===== src/rtl/uv_sphere_point_generator_core_defines.svh =====
// Assertion macros for the UV sphere point generator core.
`ifndef UV_SPHERE_POINT_GENERATOR_CORE_DEFINES_SVH
`define UV_SPHERE_POINT_GENERATOR_CORE_DEFINES_SVH
`ifndef SYNTHESIS
`define UVS_ASSERT_IMP(lbl, ante, cons, msg) \
  lbl: assert property (@(posedge clk) disable iff (!rst_n) (ante) |-> (cons)) \
    else $error(msg);
`define UVS_ASSERT_NXT(lbl, ante, cons, msg) \
  lbl: assert property (@(posedge clk) disable iff (!rst_n) (ante) |=> (cons)) \
    else $error(msg);
`else
`define UVS_ASSERT_IMP(lbl, ante, cons, msg)
`define UVS_ASSERT_NXT(lbl, ante, cons, msg)
`endif
`endif


===== src/rtl/uvs_pkg.sv =====
// Shared constants, types and helper functions for the UV sphere core.
`timescale 1ns / 1ps
package uvs_pkg;

  localparam int DIV_ST  = 10;  // divider stages
  localparam int DIV_PER = 4;   // quotient bits per divider stage
  localparam int TEX_ST  = 5;   // divider stage that closes the 16-bit fraction
  localparam int QW      = 33;  // kept quotient bits
  localparam int TEXW    = 17;

  localparam int COR_ST  = 8;   // CORDIC stages
  localparam int COR_PER = 2;   // micro-rotations per stage
  localparam int CW      = 34;  // CORDIC datapath width

  localparam int S_DIV0  = 1;
  localparam int S_COR0  = S_DIV0 + DIV_ST;
  localparam int S_M1    = S_COR0 + COR_ST;
  localparam int S_M2    = S_M1 + 1;
  localparam int S_OUT   = S_M2 + 1;
  localparam int NST     = S_OUT + 1;

  localparam logic [1:0] CFG_RADIUS = 2'd0;
  localparam logic [1:0] CFG_SUBDIV = 2'd1;

  localparam logic signed [CW-1:0] CORDIC_X0 = 34'sd652032874;

  typedef struct packed {
    logic [8:0]    rem;
    logic [QW-1:0] quo;
  } div_acc_t;

  typedef struct packed {
    logic        pv;
    logic        qv;
    logic [15:0] base;
    logic [15:0] below;
    logic [16:0] tex_u;
    logic [16:0] tex_v;
  } side_t;

  // arctangent of 2^-i in 2^32-per-turn units
  function automatic logic signed [CW-1:0] atan_turn(input logic [3:0] i);
    logic signed [CW-1:0] a;
    unique case (i)
      4'd0:  a = 34'sd536870912;
      4'd1:  a = 34'sd316933406;
      4'd2:  a = 34'sd167458907;
      4'd3:  a = 34'sd85004756;
      4'd4:  a = 34'sd42667331;
      4'd5:  a = 34'sd21354465;
      4'd6:  a = 34'sd10679838;
      4'd7:  a = 34'sd5340245;
      4'd8:  a = 34'sd2670163;
      4'd9:  a = 34'sd1335087;
      4'd10: a = 34'sd667544;
      4'd11: a = 34'sd333772;
      4'd12: a = 34'sd166886;
      4'd13: a = 34'sd83443;
      4'd14: a = 34'sd41722;
      4'd15: a = 34'sd20861;
    endcase
    return a;
  endfunction

  // one restoring division step
  function automatic div_acc_t div_iter(input div_acc_t a, input logic b,
                                        input logic [7:0] n);
    logic [9:0] t;
    div_acc_t   r;
    t = {a.rem, b};
    if (t >= {2'b00, n}) begin
      r.rem = 9'(t - {2'b00, n});
      r.quo = {a.quo[QW-2:0], 1'b1};
    end else begin
      r.rem = t[8:0];
      r.quo = {a.quo[QW-2:0], 1'b0};
    end
    return r;
  endfunction

endpackage


===== src/rtl/uvs_div.sv =====
// Pipelined restoring divider: step * 2^32 / n, plus rounded step * 2^16 / n.
`timescale 1ns / 1ps
module uvs_div import uvs_pkg::*; (
  input  logic              clk,
  input  logic [DIV_ST-1:0] en,
  input  logic [7:0]        step_i,
  input  logic [7:0]        n,
  output logic [QW-1:0]     quo_o,
  output logic [TEXW-1:0]   tex_o
);

  div_acc_t        acc_r   [DIV_ST];
  div_acc_t        acc_nxt [DIV_ST];
  logic [7:0]      step_r  [DIV_ST];
  logic [7:0]      step_nxt[DIV_ST];
  logic [TEXW-1:0] tex_r   [DIV_ST];
  logic [TEXW-1:0] tex_nxt [DIV_ST];

  for (genvar s = 0; s < DIV_ST; s++) begin : g_st
    // previous stage; stage 0 never reads it
    localparam int PRV = (s == 0) ? 0 : s - 1;

    always_comb begin
      div_acc_t   a;
      logic [7:0] sh;
      logic [9:0] rr;
      if (s == 0) begin
        a  = '0;
        sh = step_i;
      end else begin
        a  = acc_r[PRV];
        sh = step_r[PRV];
      end
      // dividend bits are the step msb first, then zeros
      for (int j = 0; j < DIV_PER; j++) begin
        a  = div_iter(a, sh[7], n);
        sh = {sh[6:0], 1'b0};
      end
      acc_nxt[s]  = a;
      step_nxt[s] = sh;
      rr = {1'b0, a.rem} + {3'b000, n[7:1]};
      if (s == TEX_ST) begin
        tex_nxt[s] = a.quo[TEXW-1:0] + TEXW'(rr >= {2'b00, n});
      end else if (s > TEX_ST) begin
        tex_nxt[s] = tex_r[PRV];
      end else begin
        tex_nxt[s] = '0;
      end
    end

    always_ff @(posedge clk) begin
      if (en[s]) begin
        acc_r[s]  <= acc_nxt[s];
        step_r[s] <= step_nxt[s];
        tex_r[s]  <= tex_nxt[s];
      end
    end
  end

  assign quo_o = acc_r[DIV_ST-1].quo;
  assign tex_o = tex_r[DIV_ST-1];

endmodule


===== config.mk =====
export PLATFORM = sky130hd
export DESIGN_NAME = uvs_div
export DESIGN_NICKNAME = d
export VERILOG_FILES = /design/src/rtl/uv_sphere_point_generator_core_defines.svh /design/src/rtl/uvs_pkg.sv /design/src/rtl/uvs_div.sv
export SDC_FILE = /design/constraint.sdc
export NUM_CORES = 1
export LEC_CHECK = 0
export ABC_AREA = 1
export CORE_ASPECT_RATIO = 0.75
export CORE_UTILIZATION = 50
export DETAILED_ROUTE_END_ITERATION = 7
export DONT_BUFFER_PORTS = 1
export GPL_TIMING_DRIVEN = 0
export PLACE_DENSITY_LB_ADDON = 0.2
export SKIP_CTS_REPAIR_TIMING = 1
export SLEW_MARGIN = 20
export SYNTH_ARGS = -nofsm -noshare
export SYNTH_HDL_FRONTEND = slang
export SYNTH_SLANG_ARGS = --single-unit
export TNS_END_PERCENT = 1

===== constraint.sdc =====
create_clock -name clk -period 17 [get_ports clk]
set_input_delay 0.85 -clock clk [delete_from_list [all_inputs] [get_ports clk]]
set_output_delay 0.85 -clock clk [all_outputs]
set_load 0.02 [all_outputs]

# After elaboration in Yosys (flattened, before gate mapping)

Memories as Yosys holds them, arrays and structs flattened.
Cells that the tools add are included.

Magnitude comparators: 41
Shift-type cells: 0
Bitwise gates (word level): 0
Equality and inequality tests: 0
Divide/modulo/power cells: 0
Reductions and logical operators: 0
Add/subtract/negate cells: 42
$mul: 0
Mux-type cells: 60

Operator list:

| operator        | number |
|---|---|
| $mux W42        | 40 |
| $ge A10 B8 Y1   | 40 |
| $sub A9 B8 Y9   | 39 |
| $mux W1         | 20 |
| $add A17 B1 Y17 | 1 |
| $add A9 B7 Y10  | 1 |
| $sub A1 B8 Y9   | 1 |
| $ge A1 B8 Y1    | 1 |

Logic and storage cells: 146
Flip-flop bits (word level): 0
Bits in latches: 0
Bits of input ports: 27
ROM bits: 0
Output and inout bits: 50
Memories kept: 3
Bits in writable memories: 630

Memories:

| memory | depth | bits a word | rd ports | clocked after Yosys merged registers in | wr ports | RTL line      | source |
|---|---|---|---|---|---|---|---|
| acc_r  | 10    | 42          | 10       | 0                                       | 10       | uvs_div.sv:12 | `div_acc_t acc_r [DIV_ST];` |
| tex_r  | 10    | 17          | 5        | 0                                       | 10       | uvs_div.sv:16 | `logic [TEXW-1:0] tex_r [DIV_ST];` |
| step_r | 10    | 4           | 9        | 0                                       | 10       | uvs_div.sv:14 | `logic [7:0] step_r [DIV_ST];` |

# Logic depth before layout (Yosys ltp)

An unclocked memory read counts as a cell.

Depth in word-level cells: 12
Depth in mapped cells: 73
Gate-level depth less buffers: 66

# Least setup slack after synthesis

OpenSTA, ideal clock, no wires.

Path kind: in2reg
Start: input n[0]
End: memory tex_r[5][12] (data pin)
Data arrival time: 10855 ps
Setup time: 260 ps
Data required time: 16740 ps
Path slack: 5885 ps
Cell stages on the path: 71
Buffers on the path: 8
Path through: inv_2 -> buf_6 -> buf_2 -> buf_2 -> clkbuf_1 -> fa_1 -> nand3_1 -> nand3_1 -> nand2_1 -> nand4_2 -> inv_1 -> buf_2 -> nand2_1 -> o21ai_0 -> ha_1 -> nand2_1 -> o21bai_2 -> inv_2 -> (+35 left out) -> nor2_1 -> xor2_1 -> inv_1 -> ha_1 -> a21oi_1 -> o221ai_1 -> a21o_1 -> a21oi_1 -> nand3_1 -> ha_1 -> ha_1 -> nand2_1 -> nor2_2 -> nand3_1 -> nor2_2 -> nand2_1 -> nor2_1 -> xor2_1

RTL lines:

| item        | RTL line      | source |
|---|---|---|
| from (decl) | uvs_div.sv:7  | `input logic [7:0] n,` |
| to (decl)   | uvs_div.sv:16 |  |

==> metrics.txt <==
status=completed; first-pass GRT wire length=105000 µm; root buffer cell=clkbuf_16; Synth top area share=35.9%; proportion of layout cells with a drive suffix above 1=7.72%; vias post-DR=21900; Worst Reg-to-Reg Cells=65; Synth Register Bits=323; Max FO, Critical Path=12; area of placed instances=0.0280 mm²; Post-synth top cells=777 x nand2_1, 323 x edfxtp_1, 322 x inv_1, 307 x ha_1, 257 x a21oi_1; global route total overflow=0; Post-synth EDFFs=323; Area Overhead vs Synth=8.20%; Worst Hold Class=input pin to register; drt pass-1 iters=5; die width=270 µm; crit path max-delay cell type=clkbuf_2; Worst Hold Endpoint=step_r[0][2]; Worst EP required=17.28 ns; maximum clock path buffer count=3; TritonCTS buffer count=36; vias per cell=5.50; Core ar.=0.0532 mm²; largest net degree at the start of global routing=56; syn_nets=about 3600; CP startpoint kind=input pin; RSZ-0062 raised after global routing=no; final hold vios=0; fin nets=3603; clk_skew=0.0414 ns; CTS tree=done; Die H=203 µm; top cells by area, synth=edfxtp_1 36%, ha_1 14%, nand2_1 11%; Final Core Density=54.9%; Worst Max-Slew Pin Slew=1.11 ns; Reg2Reg Capture Point=tex_r[5][14]; R2R setup slack=5.14 ns; vias in the first global route=20900; Reg2Reg Launch Point=acc_r[4][33]; HP Start=step_i[2]; drt wl/cell=16.3 µm; clk slew on worst S/H paths=about 0.06 ns; delay-heaviest family, CP=simple AND/OR/NAND/NOR gates; Synth Cell Area=0.0270 mm²; Seq/Total Area, Yosys=35.9%; initial antenna violation count=0; max-cap violation count=0; Worst-Skew Late Latency=about 0.57 ns; # fillers=4838; nature of the critical path endpoint=register; Ant. Diodes=0; setup violators final=0; H-Tree Level Count=2; count leader, synth=nand2_1; GRT Total Usage=23.5%; Synth warnings=0; die area=roughly 0.055 mm²; syn_area_per_cell=8.41 µm²; Core Rows=73; input/output buffers=0; clk sink count=323; ys async rst share=0%; DR iter-0 viols=roughly 1500; kind of critical path=input pin to register; Synth Flop Type=edfxtp_1; Final Critical Period=13.32 ns; Starting Density=50.8%; largest area contributor in the netlist=edfxtp_1; Worst Path Buf+Inv=15; Post-DRT Antenna Nets=0; hpwl dp=between 40000 and 50000 µm; Slew HR=25.9%; Setup TNS=0 ns; drt total wl=65100 µm; Max stage delay on crit path=between 0.5 and 0.6 ns; Synth cell types=63; arrival time worst endpoint=13.60 ns; Slew Limit Fails=0; I/O pins=77; cell area after layout=0.0292 mm²; GP Congestion=0.886; Post-Syn Instances=3210; Critical Path Most Common Cell=nand2_1; hold depth=0; crit share post-route=78.4%; drt drc=0; max frequency=75.0 MHz
[worst max-delay path by stage]
stage / start / end / slack [ns] / depth (start not counted)
6_report: n[0] / tex_r[5][14] / 3.68 / 71
4_1_cts: n[0] / tex_r[5][16] / 3.78 / 71
2_1_floorplan: n[0] / tex_r[5][12] / 5.88 / 71
5_1_grt: n[0] / tex_r[5][12] / 2.71 / 71
3_3_place_gp: n[0] / tex_r[5][16] / 2.12 / 71
3_5_place_dp: n[0] / tex_r[5][16] / 3.23 / 71
[layout make-up]
cell class / count / area [µm²] / share of cell area (%)
multi-input combinational: 2503 / 15800 / 53.9
sequential: 323 / 9700 / 33.2
inverter: 353 / 1350 / 4.61
clock buffer: 41 / 920 / 3.15
tap: 712 / 891 / 3.05
clock inverter: 22 / 269 / 0.921
buffer: 31 / 214 / 0.733
timing repair buffer: 5 / 115 / 0.394
[registers in the layout, indices dropped and copies added, names as in the netlist]
| signal | cells |
|---|---|
| acc_r | 234 |
| tex_r | 85 |
| step_r | 4 |
[routing by layer]
metal	part of all wire, %	vias up	GRT usage, %
met5	0	-	0
met3	5.7	102	3.19
met2	44	589	37.9
li1	-	11100	-
met1	48	10200	33.1
met4	2.2	0	6.94
[metrics by stage]
step	hold WS, ns	setup WS [ns]	std cells
floorplan	0.400	5.88	3210
global placement	0.401	2.12	3922
detailed placement	0.405	3.23	3927
CTS	0.354	3.78	3990
global route	0.357	2.71	3990
finish	0.378	3.68	3990
[cells in the final DEF, fill, tap and decap left out, types with 11 or more instances in the layout]
cell type	n
a21o_1	21
a21oi_1	257
a31oi_1	11
buf_2	11
clkbuf_16	36
edfxtp_1	323
fa_1	16
ha_1	307
inv_1	316
inv_2	26
nand2_1	777
nand2_2	25
nand3_1	143
nand3_2	19
nand3b_1	16
nand4_1	41
nor2_1	200
nor2_2	18
nor2_4	14
nor3_1	36
o211ai_1	12
o21a_1	17
o21ai_0	150
o21ai_1	56
o21bai_1	24
or2_2	16
xnor2_1	108
xor2_1	135
[cells by family after synthesis]
logic type | count (synthesis) | share of synthesized area (%)
flops | 323 | 35.9
fa+ha+maj | 323 | 15.4
simple gates | 1356 | 23.0
xor+xnor | 243 | 7.88
compound gates | 581 | 12.0
buf+inv | 384 | 5.72
Power is not shown: default switching activity piles up to over one toggle a cycle in this logic, so the estimate is an artifact.
