--- src/rtl/uv_sphere_point_generator_core_defines.svh ---
// Assertion macros for the UV sphere point generator core.
`ifndef UV_SPHERE_POINT_GENERATOR_CORE_DEFINES_SVH
`define UV_SPHERE_POINT_GENERATOR_CORE_DEFINES_SVH
`ifndef SYNTHESIS
`define UVS_ASSERT_IMP(lbl, ante, cons, msg) \
  lbl: assert property (@(posedge clk) disable iff (!rst_n) (ante) |-> (cons)) \
    else $error(msg);
`define UVS_ASSERT_NXT(lbl, ante, cons, msg) \
  lbl: assert property (@(posedge clk) disable iff (!rst_n) (ante) |=> (cons)) \
    else $error(msg);
`else
`define UVS_ASSERT_IMP(lbl, ante, cons, msg)
`define UVS_ASSERT_NXT(lbl, ante, cons, msg)
`endif
`endif

--- src/rtl/uvs_pkg.sv ---
// Shared constants, types and helper functions for the UV sphere core.
`timescale 1ns / 1ps
package uvs_pkg;

  localparam int DIV_ST  = 10;  // divider stages
  localparam int DIV_PER = 4;   // quotient bits per divider stage
  localparam int TEX_ST  = 5;   // divider stage that closes the 16-bit fraction
  localparam int QW      = 33;  // kept quotient bits
  localparam int TEXW    = 17;

  localparam int COR_ST  = 8;   // CORDIC stages
  localparam int COR_PER = 2;   // micro-rotations per stage
  localparam int CW      = 34;  // CORDIC datapath width

  localparam int S_DIV0  = 1;
  localparam int S_COR0  = S_DIV0 + DIV_ST;
  localparam int S_M1    = S_COR0 + COR_ST;
  localparam int S_M2    = S_M1 + 1;
  localparam int S_OUT   = S_M2 + 1;
  localparam int NST     = S_OUT + 1;

  localparam logic [1:0] CFG_RADIUS = 2'd0;
  localparam logic [1:0] CFG_SUBDIV = 2'd1;

  localparam logic signed [CW-1:0] CORDIC_X0 = 34'sd652032874;

  typedef struct packed {
    logic [8:0]    rem;
    logic [QW-1:0] quo;
  } div_acc_t;

  typedef struct packed {
    logic        pv;
    logic        qv;
    logic [15:0] base;
    logic [15:0] below;
    logic [16:0] tex_u;
    logic [16:0] tex_v;
  } side_t;

  // arctangent of 2^-i in 2^32-per-turn units
  function automatic logic signed [CW-1:0] atan_turn(input logic [3:0] i);
    logic signed [CW-1:0] a;
    unique case (i)
      4'd0:  a = 34'sd536870912;
      4'd1:  a = 34'sd316933406;
      4'd2:  a = 34'sd167458907;
      4'd3:  a = 34'sd85004756;
      4'd4:  a = 34'sd42667331;
      4'd5:  a = 34'sd21354465;
      4'd6:  a = 34'sd10679838;
      4'd7:  a = 34'sd5340245;
      4'd8:  a = 34'sd2670163;
      4'd9:  a = 34'sd1335087;
      4'd10: a = 34'sd667544;
      4'd11: a = 34'sd333772;
      4'd12: a = 34'sd166886;
      4'd13: a = 34'sd83443;
      4'd14: a = 34'sd41722;
      4'd15: a = 34'sd20861;
    endcase
    return a;
  endfunction

  // one restoring division step
  function automatic div_acc_t div_iter(input div_acc_t a, input logic b,
                                        input logic [7:0] n);
    logic [9:0] t;
    div_acc_t   r;
    t = {a.rem, b};
    if (t >= {2'b00, n}) begin
      r.rem = 9'(t - {2'b00, n});
      r.quo = {a.quo[QW-2:0], 1'b1};
    end else begin
      r.rem = t[8:0];
      r.quo = {a.quo[QW-2:0], 1'b0};
    end
    return r;
  endfunction

endpackage

--- src/rtl/uvs_cordic.sv ---
// Pipelined 16-step CORDIC: sine and cosine of a 2^32-per-turn phase at 2^30.
`timescale 1ns / 1ps
module uvs_cordic import uvs_pkg::*; (
  input  logic               clk,
  input  logic [COR_ST-1:0]  en,
  input  logic [31:0]        phase_i,
  output logic signed [31:0] sin_o,
  output logic signed [31:0] cos_o
);

  logic signed [CW-1:0] x_r  [COR_ST];
  logic signed [CW-1:0] y_r  [COR_ST];
  logic signed [CW-1:0] z_r  [COR_ST];
  logic [1:0]           q_r  [COR_ST];
  logic signed [CW-1:0] x_nxt[COR_ST];
  logic signed [CW-1:0] y_nxt[COR_ST];
  logic signed [CW-1:0] z_nxt[COR_ST];
  logic [1:0]           q_nxt[COR_ST];

  for (genvar s = 0; s < COR_ST; s++) begin : g_st
    // previous stage; stage 0 never reads it
    localparam int PRV = (s == 0) ? 0 : s - 1;

    always_comb begin
      logic signed [CW-1:0] x, y, z, dx, dy;
      logic [1:0]           q;
      if (s == 0) begin
        x = CORDIC_X0;
        y = '0;
        z = $signed({4'b0000, phase_i[29:0]});
        q = phase_i[31:30];
      end else begin
        x = x_r[PRV];
        y = y_r[PRV];
        z = z_r[PRV];
        q = q_r[PRV];
      end
      for (int j = 0; j < COR_PER; j++) begin
        dx = y >>> (s * COR_PER + j);
        dy = x >>> (s * COR_PER + j);
        if (!z[CW-1]) begin
          x = x - dx;
          y = y + dy;
          z = z - atan_turn(4'(s * COR_PER + j));
        end else begin
          x = x + dx;
          y = y - dy;
          z = z + atan_turn(4'(s * COR_PER + j));
        end
      end
      // last stage folds in the quadrant: y carries sine, x cosine
      if (s == COR_ST - 1) begin
        unique case (q)
          2'd0: begin x_nxt[s] = x;  y_nxt[s] = y;  end
          2'd1: begin x_nxt[s] = -y; y_nxt[s] = x;  end
          2'd2: begin x_nxt[s] = -x; y_nxt[s] = -y; end
          2'd3: begin x_nxt[s] = y;  y_nxt[s] = -x; end
        endcase
      end else begin
        x_nxt[s] = x;
        y_nxt[s] = y;
      end
      z_nxt[s] = z;
      q_nxt[s] = q;
    end

    always_ff @(posedge clk) begin
      if (en[s]) begin
        x_r[s] <= x_nxt[s];
        y_r[s] <= y_nxt[s];
        z_r[s] <= z_nxt[s];
        q_r[s] <= q_nxt[s];
      end
    end
  end

  assign sin_o = $signed(y_r[COR_ST-1][31:0]);
  assign cos_o = $signed(x_r[COR_ST-1][31:0]);

endmodule

--- config.mk ---
export PLATFORM = sky130hd
export DESIGN_NAME = uvs_cordic
export DESIGN_NICKNAME = d
export VERILOG_FILES = /design/src/rtl/uv_sphere_point_generator_core_defines.svh /design/src/rtl/uvs_pkg.sv /design/src/rtl/uvs_cordic.sv
export SDC_FILE = /design/constraint.sdc
export NUM_CORES = 2
export LEC_CHECK = 0
export BUFFER_PORTS_ARGS = -buffer_cell sky130_fd_sc_hd__buf_2
export CAP_MARGIN = 20
export CORE_ASPECT_RATIO = 1.75
export CORE_MARGIN = 2
export CORE_UTILIZATION = 66
export CTS_CLUSTER_DIAMETER = 100
export DETAILED_ROUTE_END_ITERATION = 16
export MAX_ROUTING_LAYER = met4
export PLACE_DENSITY = 0.82
export SYNTH_ARGS = -nofsm -noshare
export SYNTH_HDL_FRONTEND = slang
export SYNTH_SLANG_ARGS = --single-unit
--- constraint.sdc ---
create_clock -name clk -period 12.2 [get_ports clk]
set_clock_uncertainty 0.1 [all_clocks]
set_input_delay 2.44 -clock clk [delete_from_list [all_inputs] [get_ports clk]]
set_output_delay 2.44 -clock clk [all_outputs]
set_load 0.005 [all_outputs]
After elaboration in Yosys (flattened, before gate mapping)
Memory sizes are Yosys's and may differ from the RTL's.
Index checks and enable logic that the tools add are counted.
{ "totals": {"regBits": 0, "ram_bits": 832, "inputBits": 41, "output_inout_bits": 64, "mem_count": 4} }
{ "op_classes": {"add_sub_neg": 89, "eq_ne": 3, "muxes": 93, "reduce_logical": 1} }
{ "memory_table": {"columns": ["memory", "depth", "width", "rd", "rd_ports_with_merged_regs", "write_ports", "line_no", "source"], "rows": [
  ["x_r", 8, 34, 8, 0, 8, "uvs_cordic.sv:11", "logic signed [CW-1:0] x_r [COR_ST];"],
  ["y_r", 8, 34, 8, 0, 8, "uvs_cordic.sv:12", "logic signed [CW-1:0] y_r [COR_ST];"],
  ["z_r", 8, 34, 7, 0, 8, "uvs_cordic.sv:13", "logic signed [CW-1:0] z_r [COR_ST];"],
  ["q_r", 8, 2, 7, 0, 8, "uvs_cordic.sv:14", "logic [1:0] q_r [COR_ST];"]
]} }
{ "op_table": {"columns": ["operator", "count"], "rows": [
  ["$mux W34", 73],
  ["$add A34 B34 Y34", 14],
  ["$sub A34 B34 Y34", 14],
  ["$pmux W34 S4", 2],
  ["$add A34 B19 Y34", 2],
  ["$add A34 B20 Y34", 2],
  ["$add A34 B21 Y34", 2],
  ["$add A34 B22 Y34", 2],
  ["$add A34 B23 Y34", 2],
  ["$add A34 B24 Y34", 2],
  ["$add A34 B25 Y34", 2],
  ["$add A34 B26 Y34", 2],
  ["$add A34 B27 Y34", 2],
  ["$add A34 B28 Y34", 2],
  ["$add A34 B29 Y34", 2],
  ["$add A34 B30 Y34", 2],
  ["$add A34 B31 Y34", 2],
  ["$add A34 B32 Y34", 2],
  ["$neg A34 Y34", 2],
  ["$sub A34 B19 Y34", 2],
  ["$sub A34 B20 Y34", 2],
  ["$sub A34 B21 Y34", 2],
  ["$sub A34 B22 Y34", 2],
  ["$sub A34 B23 Y34", 2],
  ["other kinds (17)", 43]
]} }

Longest topological paths before layout
An unclocked memory read counts as a cell.
{ "logic_depth": {"depth_word": 7, "depth_mapped": 38} }

Least setup slack after synthesis
Ideal clock, no wire load.
{ "synth_timing": {"path_type": "reg-to-reg", "startpoint": "memory z_r[6][33]", "endpoint": "memory y_r[7][31] (netlist: y_r[1][133]), data pin", "setup_ps": 270, "t_arrival_ps": 8598, "slack_ps": 3233, "stages_incl_launch_ff": 35, "n_path_buf": 2, "period_less_slack_ps": 8967, "cell_sequence": "edfxtp_1 > clkbuf_1 > inv_1 > o21ai_0 > xor2_1 > ha_1 > o2111ai_1 > nand3_1 > a211oi_1 > o41ai_2 > a221oi_2 > o21ai_0 > or4_1 > o211a_1 > or2_2 > or4_1 > nor2_1 > a21oi_1 > xnor2_1 > ha_1 > clkbuf_1 > nand3_1 > nor3_1 > or4_1 > a21o_1 > a31o_2 > a21oi_1 > xnor2_1 > or4_1 > nor4_2 > nand2b_1 > o31ai_1 > xnor2_1 > xor2_1 > mux2i_1"} }
{ "synth_lines": {"columns": ["element", "line_no"], "rows": [
  ["start, declared", "uvs_cordic.sv:13"],
  ["end, declared", "uvs_cordic.sv:12"]
]} }

==> impl_results.md <==
- Synthesis-stage register bit count: 725
- Worst path arrival time: 11450 ps
- Grt total ovfl: 0
- Hold Path Class: reg -> reg
- Async set or reset register ratio after synthesis: 0%
- Largest net degree at the start of global routing: 206
- Post-Syn Nets: 13500
- Setup_tns: 0 ps
- Layout cell share with drive strength beyond 1: 4.96%
- Routability cong.: 1.08
- Critical-path top delay cell: nor4_1
- Num rows: 190
- Clock latency on the worst-skew pair: 790 ps
- Register Area: 21800 sq um
- Clk slew on worst S/H paths: 70 ps
- Core area: 153000 sq um
- Net count, final: 13500
- Initial Util: 66.3%
- Die Y-Extent: 522 um
- Crit share post-route: 90.7%
- Dpl hpwl: 291000 um
- Cell variety after synth: 112
- Syn Inst Count: 12100
- Hold WS: 333 ps
- Final min period: 11070 ps
- Fill cells: 11900
- Hold Crit Start: q_r[3][1]
- Clk sink count: 725
- Status: finished, final reports clean
- Vias: 98600
- Hold-fix buffers, CTS: 0
- Unrepaired setup endpoints after global routing: false
- CP Launch Point: x_r[1][85]
- Detail Route Antenna Nets: 0
- Drt total wl: 363000 um
- Tightest Pin Transition: 1320 ps
- Die area: 157000 sq um
- CTS tree: built
- H-tree levels: 3
- Max incr delay on CP: 710 ps
- Count of final setup violators: 0
- CP Launch Type: register
- Port Buffers: 104
- Vias in the first global route: 98900
- First-pass GRT wire length: 552000 um
- Setup crit end kind: register
- Synth Warn #: 0
- R2R Path End: x_r[1][132]
- Hold Path Depth: 0
- Reg2reg setup slack: 1130 ps
- Rel. slew slack: 11.8%
- GRT Resource Usage Total: 47.0%
- Worst r2r src: x_r[1][85]
- Endpoints failing hold: 0
- R2R depth: 34
- Crit Path Max Fanout: 10
- Routed len/inst: 25.5 um
- Commonest register cell after synthesis: edfxtp_1
- Multi-input logic area: 76000 sq um
- Initial antenna violation count: 21
- Max-slew violations: 0
- Vias per std cell: 6.93
- Seq/Total Area, Yosys: 21.5%
- Drt initial violations: 8226
- Hold Path End: q_r[4][1]
- # DRC: 0
- Critical Path RT: 12580 ps
- Crit Path Class: reg -> reg
- Fmax: 90.4 MHz
- Layout area overhead: 5.26%
- Post-CTS Resized: 0
- CTS Root Cell: clkbuf_16
- Number of max-cap violations: 0
- Num CTS Buffers: 76
- Post-synth EDFFs: 725
- Post-CTS Setup Bufs: 0
- Clock Path Buffers: 3
- Die W: 300 um
- Boundary pin count: 105
- Avg Inst Size Synth: 8.34 sq um
- Drt pass-1 iters: 9
- Mapped Area: 101000 sq um
==> cells by family (layout without fill, tap and decap cells) <==
kind of cell / Yosys count / count (layout) / share of synthesized area [%]
other: 0 / 25 / 0
flip-flops: 725 / 725 / 21.5
multiplexers: 112 / 112 / 1.27
AND/OR/NAND/NOR: 3421 / 3421 / 16.5
buffers and inverters: 869 / 924 / 3.48
adder cells (fa/ha/maj): 1370 / 1370 / 17.2
AO/OA/AOI/OAI: 3887 / 3887 / 24.8
XOR/XNOR: 1749 / 1749 / 15.2
==> cell type report <==
cell class | count | area share (%)
diodes | 25 | 0.0587
clock buffers | 83 | 1.83
clock inverters | 55 | 0.613
inverters | 566 | 1.99
multi-input cells | 10500 | 71.3
flip-flops and latches | 725 | 20.4
well taps | 2016 | 2.37
repair buffers | 220 | 1.36
==> metal layers <==
metal,wire length [um],track usage (%)
met3,22300,11.0
met2,183000,82.8
met4,52900,54.4
met5,0,-
met1,105000,36.6
==> worst max-delay path: cells and delay by family, from the launching register on <==
kind | cells | cell delay [ps]
and+or+nand+nor | 18 | 5690
AOI/OAI and AO/OA | 10 | 2790
xor gates and xnor gates | 4 | 920
adders and majority gates | 2 | 790
DFF | 1 | 470
==> cell usage after synthesis (all sizes together), types with 24 or more instances <==
cell type | number | area share [%]
xnor2 | 1170 | 10
mux2 | 54 | 0.60
o41ai | 39 | 0.37
buf | 109 | 0.66
o211ai | 72 | 0.53
o2111ai | 29 | 0.25
a41oi | 24 | 0.22
o21ai | 703 | 3.5
and2 | 90 | 0.56
a211oi | 129 | 0.97
nand2 | 687 | 2.6
o31ai | 112 | 0.85
xor2 | 577 | 5.0
a21boi | 48 | 0.36
o21a | 227 | 1.7
nand3 | 199 | 0.98
o21bai | 129 | 0.96
or4 | 36 | 0.28
and3 | 126 | 0.78
edfxtp | 725 | 22
a2111oi | 47 | 0.45
clkbuf | 194 | 0.72
a211o | 38 | 0.33
or2 | 73 | 0.45
ha | 1333 | 16
and4 | 25 | 0.22
a31oi | 163 | 1.0
nor3b | 37 | 0.28
mux2i | 50 | 0.49
a31o | 35 | 0.30
nand4 | 83 | 0.51
or3 | 103 | 0.65
inv | 563 | 2.1
nor3 | 328 | 1.6
nand2b | 191 | 1.2
a21o | 510 | 3.8
a21oi | 1251 | 6.2
fa | 37 | 0.73
nor2 | 1099 | 4.1
nor2b | 178 | 1.1
nor4 | 78 | 0.52
nand3b | 27 | 0.20
o31a | 46 | 0.40
==> worst max-delay path by stage <==
stage	end	slack [ps]	cells past startpoint
floorplan	y_r[1][133]	3230	34
global placement	x_r[1][132]	1350	34
detailed placement	x_r[1][132]	1380	34
CTS	x_r[1][132]	1280	34
global route	x_r[1][132]	360	34
finish	x_r[1][132]	1130	34
==> registers in the layout, indices dropped and copies added (netlist names) <==
register and flops:
x_r 238, z_r 237, q_r 14, y_r 236
==> per-stage QoR <==
stage / cells / util, % / setup slack, ps / instance area, sq um
2_1_floorplan: 12100 / - / 3230 / 101000
5_1_grt: 14200 / 69.8 / 363 / 106000
6_report: 14200 / 69.8 / 1130 / 107000
3_5_place_dp: 14000 / 67.9 / 1380 / 104000
3_3_place_gp: 14000 / 67.9 / 1350 / 104000
4_1_cts: 14200 / 69.6 / 1280 / 106000
==> layout by cell type (no fill, tap or decap), drive strengths merged, types with 38 or more instances in the layout <==
cell type     n
ha         1333
xor2        577
nand4        83
a21boi       48
xnor2      1170
mux2i        50
buf         214
a31oi       163
o31a         46
o31ai       112
nor3        328
mux2         54
a2111oi      47
nor4         78
o211ai       72
edfxtp      725
nand2b      191
inv         577
and2         90
a211oi      129
and3        126
clkbuf       89
nor2b       178
or3         103
o21bai      129
o21a        227
o41ai        39
o21ai       703
nand2       687
or2          73
nand3       199
a21o        510
nor2       1099
a211o        38
a21oi      1251
Power is left out: the tool's default activity adds up to more than one toggle a clock period on the data nets, which glitch-free logic cannot reach.
